`src/rtl/mcg_pkg.sv`:
```
// shared types and codes for the midpoint circle generator
// no dependencies; imported by every module of the block

package mcg_pkg;

  // input selector carried in the slave-side tuser
  localparam logic KIND_START = 1'b0;
  localparam logic KIND_STEP  = 1'b1;

  // beats per octant step in each mode
  localparam int POINTS_PER_STEP = 8;
  localparam int SPANS_PER_STEP  = 4;

  // bit positions in the master-side tuser
  localparam int USER_SPAN_BIT = 0;
  localparam int USER_DONE_BIT = 1;
  localparam int OUT_USER_W    = 2;

  // control that travels with one step from walker to emitter
  typedef struct packed {
    logic fill;
    logic done;
  } step_ctrl_t;

endpackage

```
`src/rtl/mcg_walker.sv`:
```
// octant walker: holds x, y, error term, centre and mode between steps
// depends on mcg_pkg

module mcg_walker import mcg_pkg::*; #(
  parameter int COORD_BITS  = 16,
  parameter int RADIUS_BITS = 12
) (
  input  logic                          clk_i,
  input  logic                          rst_ni,
  input  logic                          accept_i,
  input  logic                          kind_i,
  input  logic signed [COORD_BITS-1:0]  center_x_i,
  input  logic signed [COORD_BITS-1:0]  center_y_i,
  input  logic        [RADIUS_BITS-1:0] radius_i,
  input  logic                          fill_mode_i,
  output logic                          step_valid_o,
  output logic signed [RADIUS_BITS:0]   step_x_o,
  output logic signed [RADIUS_BITS:0]   step_y_o,
  output logic signed [COORD_BITS-1:0]  step_ox_o,
  output logic signed [COORD_BITS-1:0]  step_oy_o,
  output step_ctrl_t                    step_ctrl_o
);

  localparam int X_W = RADIUS_BITS + 1;
  localparam int E_W = RADIUS_BITS + 4;

  logic signed [X_W-1:0]        cur_x_q, cur_x_d, cur_y_q, cur_y_d;
  logic signed [E_W-1:0]        err_q, err_d;
  logic                         active_q;
  logic                         fill_q, fill_d;
  logic signed [COORD_BITS-1:0] org_x_q, org_x_d, org_y_q, org_y_d;

  logic                         is_start, fire, done;
  logic signed [X_W-1:0]        base_x, base_y;
  logic signed [E_W-1:0]        base_err, y_e, x_e, diff;

  assign is_start = (kind_i == KIND_START);
  assign fire     = accept_i && (is_start || active_q);

  // starting point of this step: freshly loaded or carried over
  always_comb begin
    if (is_start) begin
      base_x   = {1'b0, radius_i};
      base_y   = '0;
      base_err = E_W'(1) - E_W'({1'b0, radius_i});
      org_x_d  = center_x_i;
      org_y_d  = center_y_i;
      fill_d   = fill_mode_i;
    end else begin
      base_x   = cur_x_q;
      base_y   = cur_y_q;
      base_err = err_q;
      org_x_d  = org_x_q;
      org_y_d  = org_y_q;
      fill_d   = fill_q;
    end
  end

  // midpoint update using the new x and y
  always_comb begin
    cur_y_d = base_y + X_W'(1);
    cur_x_d = base_x;
    y_e     = E_W'(cur_y_d);
    x_e     = '0;
    diff    = '0;
    if (base_err[E_W-1]) begin
      err_d = base_err + {y_e[E_W-2:0], 1'b1};
    end else begin
      cur_x_d = base_x - X_W'(1);
      x_e     = E_W'(cur_x_d);
      diff    = y_e - x_e + E_W'(1);
      err_d   = base_err + {diff[E_W-2:0], 1'b0};
    end
  end

  assign done = (cur_x_d < cur_y_d);

  // walker state
  always_ff @(posedge clk_i or negedge rst_ni) begin
    if (!rst_ni) begin
      cur_x_q  <= '0;
      cur_y_q  <= '0;
      err_q    <= '0;
      active_q <= 1'b0;
      fill_q   <= 1'b0;
      org_x_q  <= '0;
      org_y_q  <= '0;
    end else if (fire) begin
      cur_x_q  <= cur_x_d;
      cur_y_q  <= cur_y_d;
      err_q    <= err_d;
      active_q <= !done;
      fill_q   <= fill_d;
      org_x_q  <= org_x_d;
      org_y_q  <= org_y_d;
    end
  end

  // step handed to the emitter uses the pre-update position
  assign step_valid_o     = fire;
  assign step_x_o         = base_x;
  assign step_y_o         = base_y;
  assign step_ox_o        = org_x_d;
  assign step_oy_o        = org_y_d;
  assign step_ctrl_o.fill = fill_d;
  assign step_ctrl_o.done = done;

`ifndef NO_ASSERTIONS
  // a running circle always sits in the octant x >= y
  a_octant: assert property (@(posedge clk_i) disable iff (!rst_ni)
    active_q |-> (cur_x_q >= cur_y_q))
    else $error("walker left the octant while active");

  // a step beat while idle leaves the walker untouched
  a_idle_step: assert property (@(posedge clk_i) disable iff (!rst_ni)
    (accept_i && !is_start && !active_q) |=>
      ($stable(cur_x_q) && $stable(cur_y_q) && $stable(err_q) && !active_q))
    else $error("idle step changed walker state");

  // finishing the final step of a circle clears the active flag
  a_done_idle: assert property (@(posedge clk_i) disable iff (!rst_ni)
    (fire && done) |=> !active_q)
    else $error("circle finished but walker still active");
`endif

endmodule

```
`src/rtl/mcg_emitter.sv`:
```
// emitter: holds one step and plays out its points or spans one beat a cycle
// while the output is not stalled; depends on mcg_pkg

module mcg_emitter import mcg_pkg::*; #(
  parameter int COORD_BITS  = 16,
  parameter int RADIUS_BITS = 12
) (
  input  logic                          clk_i,
  input  logic                          rst_ni,
  input  logic                          load_i,
  input  logic signed [RADIUS_BITS:0]   x_i,
  input  logic signed [RADIUS_BITS:0]   y_i,
  input  logic signed [COORD_BITS-1:0]  ox_i,
  input  logic signed [COORD_BITS-1:0]  oy_i,
  input  step_ctrl_t                    ctrl_i,
  output logic                          busy_o,
  output logic                          out_valid_o,
  input  logic                          out_ready_i,
  output logic signed [COORD_BITS:0]    x_left_o,
  output logic signed [COORD_BITS:0]    x_right_o,
  output logic signed [COORD_BITS:0]    row_y_o,
  output logic                          is_span_o,
  output logic                          last_o,
  output logic                          done_o
);

  localparam int X_W   = RADIUS_BITS + 1;
  localparam int OUT_W = COORD_BITS + 1;
  localparam int SUM_W = ((COORD_BITS > RADIUS_BITS) ? COORD_BITS : RADIUS_BITS) + 2;
  localparam int CNT_W = $clog2(POINTS_PER_STEP);

  // held step
  logic                         snap_valid_q;
  logic signed [X_W-1:0]        sx_q, sy_q;
  logic signed [COORD_BITS-1:0] sox_q, soy_q;
  step_ctrl_t                   sctrl_q;
  logic        [CNT_W-1:0]      cnt_q;

  // output register
  logic                         out_valid_q;
  logic signed [OUT_W-1:0]      xl_q, xr_q, ry_q, xl_d, xr_d, ry_d;
  logic                         span_q, last_q, done_q, last_d;

  logic                         out_free, emit;
  logic        [CNT_W-1:0]      last_idx;
  logic signed [SUM_W-1:0]      ex, ey, eox, eoy;
  logic signed [SUM_W-1:0]      ox_px, ox_mx, ox_py, ox_my, oy_px, oy_mx, oy_py, oy_my;

  assign out_free = !out_valid_q || out_ready_i;
  assign emit     = snap_valid_q && out_free;
  assign last_idx = sctrl_q.fill ? CNT_W'(SPANS_PER_STEP - 1) : CNT_W'(POINTS_PER_STEP - 1);
  assign last_d   = (cnt_q == last_idx);

  // mirrored coordinates of the held step
  assign ex    = SUM_W'(sx_q);
  assign ey    = SUM_W'(sy_q);
  assign eox   = SUM_W'(sox_q);
  assign eoy   = SUM_W'(soy_q);
  assign ox_px = eox + ex;
  assign ox_mx = eox - ex;
  assign ox_py = eox + ey;
  assign ox_my = eox - ey;
  assign oy_px = eoy + ex;
  assign oy_mx = eoy - ex;
  assign oy_py = eoy + ey;
  assign oy_my = eoy - ey;

  // pick the beat for the current index
  always_comb begin
    xl_d = ox_mx[OUT_W-1:0];
    xr_d = ox_mx[OUT_W-1:0];
    ry_d = oy_py[OUT_W-1:0];
    if (sctrl_q.fill) begin
      case (cnt_q[1:0])
        2'd0: begin
          xl_d = ox_mx[OUT_W-1:0]; xr_d = ox_px[OUT_W-1:0]; ry_d = oy_py[OUT_W-1:0];
        end
        2'd1: begin
          xl_d = ox_my[OUT_W-1:0]; xr_d = ox_py[OUT_W-1:0]; ry_d = oy_px[OUT_W-1:0];
        end
        2'd2: begin
          xl_d = ox_my[OUT_W-1:0]; xr_d = ox_py[OUT_W-1:0]; ry_d = oy_mx[OUT_W-1:0];
        end
        default: begin
          xl_d = ox_mx[OUT_W-1:0]; xr_d = ox_px[OUT_W-1:0]; ry_d = oy_my[OUT_W-1:0];
        end
      endcase
    end else begin
      case (cnt_q)
        3'd0: begin xl_d = ox_mx[OUT_W-1:0]; ry_d = oy_py[OUT_W-1:0]; end
        3'd1: begin xl_d = ox_px[OUT_W-1:0]; ry_d = oy_py[OUT_W-1:0]; end
        3'd2: begin xl_d = ox_my[OUT_W-1:0]; ry_d = oy_px[OUT_W-1:0]; end
        3'd3: begin xl_d = ox_py[OUT_W-1:0]; ry_d = oy_px[OUT_W-1:0]; end
        3'd4: begin xl_d = ox_my[OUT_W-1:0]; ry_d = oy_mx[OUT_W-1:0]; end
        3'd5: begin xl_d = ox_py[OUT_W-1:0]; ry_d = oy_mx[OUT_W-1:0]; end
        3'd6: begin xl_d = ox_mx[OUT_W-1:0]; ry_d = oy_my[OUT_W-1:0]; end
        default: begin xl_d = ox_px[OUT_W-1:0]; ry_d = oy_my[OUT_W-1:0]; end
      endcase
      xr_d = xl_d;
    end
  end

  // step holding register and beat counter
  always_ff @(posedge clk_i or negedge rst_ni) begin
    if (!rst_ni) begin
      snap_valid_q <= 1'b0;
      cnt_q        <= '0;
    end else if (load_i) begin
      snap_valid_q <= 1'b1;
      cnt_q        <= '0;
    end else if (emit) begin
      if (last_d) begin
        snap_valid_q <= 1'b0;
        cnt_q        <= '0;
      end else begin
        cnt_q <= cnt_q + CNT_W'(1);
      end
    end
  end

  always_ff @(posedge clk_i) begin
    if (load_i) begin
      sx_q    <= x_i;
      sy_q    <= y_i;
      sox_q   <= ox_i;
      soy_q   <= oy_i;
      sctrl_q <= ctrl_i;
    end
  end

  // output beat register
  always_ff @(posedge clk_i or negedge rst_ni) begin
    if (!rst_ni) begin
      out_valid_q <= 1'b0;
    end else if (emit) begin
      out_valid_q <= 1'b1;
    end else if (out_ready_i) begin
      out_valid_q <= 1'b0;
    end
  end

  always_ff @(posedge clk_i) begin
    if (emit) begin
      xl_q   <= xl_d;
      xr_q   <= xr_d;
      ry_q   <= ry_d;
      span_q <= sctrl_q.fill;
      last_q <= last_d;
      done_q <= last_d && sctrl_q.done;
    end
  end

  assign busy_o      = snap_valid_q;
  assign out_valid_o = out_valid_q;
  assign x_left_o    = xl_q;
  assign x_right_o   = xr_q;
  assign row_y_o     = ry_q;
  assign is_span_o   = span_q;
  assign last_o      = last_q;
  assign done_o      = done_q;

`ifndef NO_ASSERTIONS
  // a new step never overwrites one still being played out
  a_no_overrun: assert property (@(posedge clk_i) disable iff (!rst_ni)
    load_i |-> !snap_valid_q)
    else $error("step loaded while emitter busy");

  // circle done only ever rides on the last beat of a step
  a_done_last: assert property (@(posedge clk_i) disable iff (!rst_ni)
    (out_valid_q && done_q) |-> last_q)
    else $error("circle done without end of step");

  // span steps never count past their four beats
  a_span_count: assert property (@(posedge clk_i) disable iff (!rst_ni)
    (snap_valid_q && sctrl_q.fill) |-> (cnt_q < CNT_W'(SPANS_PER_STEP)))
    else $error("span beat index out of range");
`endif

endmodule

```
`src/rtl/midpoint_circle_generator_core.sv`:
```
// top level of the midpoint circle generator: stream ports, walker and emitter
// depends on mcg_pkg, mcg_walker, mcg_emitter

// Midpoint circle rasteriser, one octant step per input beat. A start beat
// (tuser = 0) loads centre, radius and fill mode and plays out the first step;
// each step beat (tuser = 1) plays out the next one, and a step beat while no
// circle is running is taken and gives nothing. A step produces 8 point beats
// in outline mode or 4 span beats in fill mode, one per cycle while the output
// is not stalled. Each step is first loaded into the emitter, and the next
// input beat is only taken once the last beat of the current step has moved
// into the output register. tlast marks the last beat of a step, and circle
// done in tuser is set on the last beat of the final step. No state needs
// clearing after reset.

module midpoint_circle_generator_core import mcg_pkg::*; #(
  parameter int COORD_BITS  = 16,
  parameter int RADIUS_BITS = 12
) (
  input  logic                  clk_i,
  input  logic                  rst_ni,
  input  logic                  s_axis_tvalid,
  output logic                  s_axis_tready,
  // center_x, center_y, radius, fill_mode, zero pad
  input  logic [((2*COORD_BITS+RADIUS_BITS+1+7)/8)*8-1:0] s_axis_tdata,
  // kind
  input  logic                  s_axis_tuser,
  output logic                  m_axis_tvalid,
  input  logic                  m_axis_tready,
  // x_left, x_right, row_y, zero pad
  output logic [((3*(COORD_BITS+1)+7)/8)*8-1:0] m_axis_tdata,
  // is_span, circle_done
  output logic [OUT_USER_W-1:0] m_axis_tuser,
  output logic                  m_axis_tlast
);

  localparam int OUT_W      = COORD_BITS + 1;
  localparam int OUT_DATA_W = ((3*OUT_W+7)/8)*8;
  localparam int CY_LO      = COORD_BITS;
  localparam int R_LO       = 2*COORD_BITS;
  localparam int FILL_BIT   = 2*COORD_BITS + RADIUS_BITS;

  logic                           accept, busy, step_valid;
  logic signed [RADIUS_BITS:0]    step_x, step_y;
  logic signed [COORD_BITS-1:0]   step_ox, step_oy;
  step_ctrl_t                     step_ctrl;
  logic signed [OUT_W-1:0]        x_left, x_right, row_y;
  logic                           is_span, circle_done;

  assign s_axis_tready = !busy;
  assign accept        = s_axis_tvalid && s_axis_tready;

  // walker
  mcg_walker #(
    .COORD_BITS (COORD_BITS),
    .RADIUS_BITS(RADIUS_BITS)
  ) u_walker (
    .clk_i       (clk_i),
    .rst_ni      (rst_ni),
    .accept_i    (accept),
    .kind_i      (s_axis_tuser),
    .center_x_i  (s_axis_tdata[COORD_BITS-1:0]),
    .center_y_i  (s_axis_tdata[CY_LO +: COORD_BITS]),
    .radius_i    (s_axis_tdata[R_LO +: RADIUS_BITS]),
    .fill_mode_i (s_axis_tdata[FILL_BIT]),
    .step_valid_o(step_valid),
    .step_x_o    (step_x),
    .step_y_o    (step_y),
    .step_ox_o   (step_ox),
    .step_oy_o   (step_oy),
    .step_ctrl_o (step_ctrl)
  );

  // emitter
  mcg_emitter #(
    .COORD_BITS (COORD_BITS),
    .RADIUS_BITS(RADIUS_BITS)
  ) u_emitter (
    .clk_i      (clk_i),
    .rst_ni     (rst_ni),
    .load_i     (step_valid),
    .x_i        (step_x),
    .y_i        (step_y),
    .ox_i       (step_ox),
    .oy_i       (step_oy),
    .ctrl_i     (step_ctrl),
    .busy_o     (busy),
    .out_valid_o(m_axis_tvalid),
    .out_ready_i(m_axis_tready),
    .x_left_o   (x_left),
    .x_right_o  (x_right),
    .row_y_o    (row_y),
    .is_span_o  (is_span),
    .last_o     (m_axis_tlast),
    .done_o     (circle_done)
  );

  // output beat packing
  assign m_axis_tdata                = OUT_DATA_W'({row_y, x_right, x_left});
  assign m_axis_tuser[USER_SPAN_BIT] = is_span;
  assign m_axis_tuser[USER_DONE_BIT] = circle_done;

endmodule
```
`config.mk`:
```
export PLATFORM = sky130hd
export DESIGN_NAME = midpoint_circle_generator_core
export DESIGN_NICKNAME = d
export VERILOG_FILES = /design/src/rtl/mcg_pkg.sv /design/src/rtl/mcg_walker.sv /design/src/rtl/mcg_emitter.sv /design/src/rtl/midpoint_circle_generator_core.sv
export SDC_FILE = /design/constraint.sdc
export NUM_CORES = 1
export LEC_CHECK = 0
export BUFFER_PORTS_ARGS = -buffer_cell sky130_fd_sc_hd__buf_2
export CELL_PAD_IN_SITES_DETAIL_PLACEMENT = 1
export CELL_PAD_IN_SITES_GLOBAL_PLACEMENT = 1
export CORE_ASPECT_RATIO = 0.7
export CORE_MARGIN = 3
export CORE_UTILIZATION = 49
export CTS_BUF_LIST = sky130_fd_sc_hd__clkbuf_16
export DETAILED_ROUTE_END_ITERATION = 10
export MAX_ROUTING_LAYER = met4
export PLACE_DENSITY_LB_ADDON = 0.12
export REMOVE_ABC_BUFFERS = 1
export SLEW_MARGIN = 20
export SYNTH_ARGS = -nofsm -noshare
export SYNTH_HDL_FRONTEND = slang
export SYNTH_HIERARCHICAL = 1
export SYNTH_SLANG_ARGS = --single-unit
```
`constraint.sdc`:
```
create_clock -name clk_i -period 5.3 [get_ports clk_i]
set_input_delay 1.06 -clock clk_i [delete_from_list [all_inputs] [get_ports clk_i]]
set_output_delay 1.06 -clock clk_i [all_outputs]
set_load 0.01 [all_outputs]
```
==> flow_summary_export.csv <==
group,metric,value,unit
outcome,status,"complete, no violations",
synth,ys_async_sr_fraction,0.4175,
sta,post-route-min-period,5.194,ns
power_and_ir_drop,swShare,0.4858,
cells_and_area,syn_to_final_growth,13.66,%
placement,pre_cts_slack,-0.5447,ns
detailed_routing,wl_per_cell,25.24,µm
floorplan,initial_utilization,0.5013,
global_routing,grt_max_degree,52,
detailed_routing,drt_first_pass_iters,6,
detailed_routing,drtAntennaViolNets,0,
synth,synth_edf_count,113,
clocking,clkTransAtPathRegs,0.09,ns
placement,io_buffers,105,
power_and_ir_drop,p_int,5.825,mW
critical_path,cp_max_fo,21,
critical_path,criticalPathCategory,"input port to register",
sta,hold_viol_final,0,
global_routing,top_usage_layer,"met1",
power_and_ir_drop,power.net_switching,5.503,mW
detailed_routing,avgViaCountPerCell,6.319,
synth,yosys_warnings,6,
clocking,cts_sinks,194,
critical_path,worstPathRequired,5.67,ns
clocking,clkLatencyLatePin,0.47,ns
sta,worst_pin_slew,1.156,ns
clocking,clockBufferDepth,2,
synth,synth-main-ff-cell,"edfxtp_1",
power_and_ir_drop,power.density,513.3,nW/µm²
placement,dp_cells,2914,
clocking,cts_buffers,17,
clocking,cts_root_buf,"clkbuf_16",
cells_and_area,fillers,4585,
synth,ys_top_cells_by_count,"ha_1, a21oi_1, nand2_1",
global_routing,grt_overflow,0,
power_and_ir_drop,clkPwrFrac,0.119,
synth,yosys-top-cells-area,"edfxtp_1, ha_1, dfrtp_1, xnor2_1, a21oi_1",
sta,clock.fmax,192.5,MHz
synth,syn_area_per_cell,8.657,µm²
detailed_routing,drt-total-wl,74470,µm
sta,slew_headroom,0.2290,
floorplan,die_height,172.6,µm
floorplan,io_pins,114,
sta,holdWs,0.4920,ns
synth,synth_most_common_cell,"ha_1",
synth,yosys.area.top_type,"edfxtp_1",
synth,synth-seq-cells,194,
global_routing,grtUsageMet2,0.5077,
synth,ys_types,98,
sta,setup_viol,0,
critical_path,worstSetupStartpointType,"input port",
power_and_ir_drop,p_seq_frac,0.233,
synth,netlist_instances,2243,
power_and_ir_drop,pwr-share-comb,0.649,
global_routing,grt_pass1_vias,18940,
cells_and_area,final_layout_size_suffix_gt1_frac,0.1828,
floorplan,core_region_area,38740,µm²
floorplan,core.rowCount,60,
critical_path,cp.arrival,5.56,ns
placement,placed_area,21290,µm²
synth,synth_top_area_frac,0.1748,
global_routing,antenna_found_initial,1,
floorplan,dieWidth,243.9,µm
power_and_ir_drop,ir_drop,535.0,µV
global_routing,grt_usage,0.3578,
power_and_ir_drop,power.total,11.33,mW
cells_and_area,fin_cells,2951,
detailed_routing,drt_iter0_drc,1852,
synth,ys_seq_area_frac,0.2791,
clocking,h-tree-depth,4,
placement,place.gp.congestion,0.9913,
cells_and_area,nets,2677,
sta,slew_viol_final,0,
placement,dp_hpwl,58640,µm
sta,worst_slack,0.1056,ns
cells_and_area,fin_area,22070,µm²
detailed_routing,vias,18650,
run,drv_cap,0,
synth,synth_area,19420,µm²
clocking,cts_tree,"yes",
global_routing,grt_use_met1,0.5331,
sta,period_share,0.9801,
detailed_routing,drc_errors,0,
global_routing,grt_pass1_wl,114000,µm
critical_path,worstSetupEndpointType,"register",
sta,fin_worst_skew,0.01433,ns
power_and_ir_drop,power_leakage,9.795,nW
min_path,hp-class,"register to register",
floorplan,die-area,42090,µm²
global_routing,grtUsageMet3,0.05736,
## sequential cells by signal (all words and copies together) (netlist names), 16 cells and up
name and count:
u_emitter/row_y_o 17, u_emitter/sox_q 16, u_emitter/soy_q 16, u_emitter/x_left_o 17
u_emitter/x_right_o 16, u_walker/err_q 16, u_walker/org_x_q 16, u_walker/org_y_q 16
## cell usage in the layout, fill, tap and decap left out, types with 76 or more instances in the layout
master    netlist  final
mux2_2         76     76
inv_1         153    152
buf_4          13    153
nand2_1       175    175
nor2_1        167    165
edfxtp_1      113    113
xnor2_1       131    128
a21oi_1       183    179
ha_1          203    200
o21ai_0       140    134
buf_2          35    103
dfrtp_1        81     81
## power by group through the flow
stage / registers (mW) / clock network (mW) / logic (mW)
2_1_floorplan: 2.69 / 0 / 4.36
3_3_place_gp: 2.61 / 0 / 6.73
3_5_place_dp: 2.65 / 0 / 7.02
4_1_cts: 2.63 / 1.36 / 7.09
5_1_grt: 2.69 / 1.43 / 7.91
6_report: 2.64 / 1.35 / 7.35
## kinds of logic (layout without fill, tap and decap cells)
| family | after synthesis | in the layout | synth area share |
|---|---|---|---|
| AOI/OAI and AO/OA | 685 | 685 | 0.2355 |
| xor gates and xnor gates | 166 | 166 | 0.07488 |
| adders and majority gates | 214 | 214 | 0.1421 |
| buffers and inverters | 274 | 450 | 0.05819 |
| DFF | 194 | 194 | 0.2791 |
| muxes | 107 | 107 | 0.06006 |
| other | 1 | 6 | 0.0001931 |
| and+or+nand+nor | 602 | 602 | 0.1499 |
## critical path, stage by stage
cell	delay (ns)
buf_6	0.14
buf_12	0.15
buf_16	0.18
and2_4	0.17
nand3_2	0.15
nor2_4	0.14
nand3_1	0.15
xnor2_2	0.26
inv_1	0.10
ha_1	0.29
ha_1	0.31
buf_4	0.17
o21ai_0	0.18
a211oi_1	0.06
and2_1	0.20
buf_4	0.16
o21a_1	0.16
nor2_1	0.11
xnor2_1	0.15
ha_2	0.35
a21oi_1	0.19
nand2_1	0.09
a21oi_2	0.17
xor2_1	0.17
nor3_1	0.06
a211o_1	0.23
## through the flow
| step | TNS [ns] | utilization |
|---|---|---|
| floorplan | -200.28 | - |
| global placement | -1.592 | 0.5495 |
| detailed placement | -2.487 | 0.5495 |
| CTS | 0 | 0.5646 |
| global route | -0.1669 | 0.5697 |
| finish | 0 | 0.5697 |
## layout make-up
| type | count | area, µm² | area share |
|---|---|---|---|
| multi-input cells | 1779 | 13060 | 0.5919 |
| flip-flops and latches | 194 | 5420 | 0.2456 |
| repair buffers | 261 | 1763 | 0.07988 |
| well taps | 527 | 659.4 | 0.02988 |
| inverters | 157 | 591.8 | 0.02682 |
| clock buffers | 17 | 425.4 | 0.01928 |
| clock inverters | 15 | 143.9 | 0.006520 |
| diodes | 1 | 2.502 | 0.0001134 |
## final timing paths
kind,start,to,slack (ns),cells past startpoint
setup / recovery,s_axis_tuser,u_walker/err_q[12],0.11,26
hold / removal,u_walker/err_q[8],u_walker/err_q[8],0.49,2
setup reg to reg,u_walker/cur_y_q[0],u_walker/err_q[15],0.50,23
hold reg to reg,u_walker/err_q[8],u_walker/err_q[8],0.49,2
max in group asynchronous,rst_ni,u_walker/cur_y_q[6],3.66,2
min in group asynchronous,rst_ni,u_walker/err_q[10],0.66,1
## metal layers
layer  vias to the layer above  routed length, µm  share of wire
li1                       8467                  -              -
met1                      9361              35550           0.48
met2                       748              31170           0.42
met3                        71               6275          0.084
met4                         0               1477          0.020
met5                         -                  0              0
## repair_timing
action | in CTS | in global routing
setup endpoints to repair | 2 | 7
pin swaps | 0 | 3
hold buffers | 0 | 0
gates resized for setup | 4 | 40
setup buffers | 0 | 4
(Power assumes the default switching activity.)
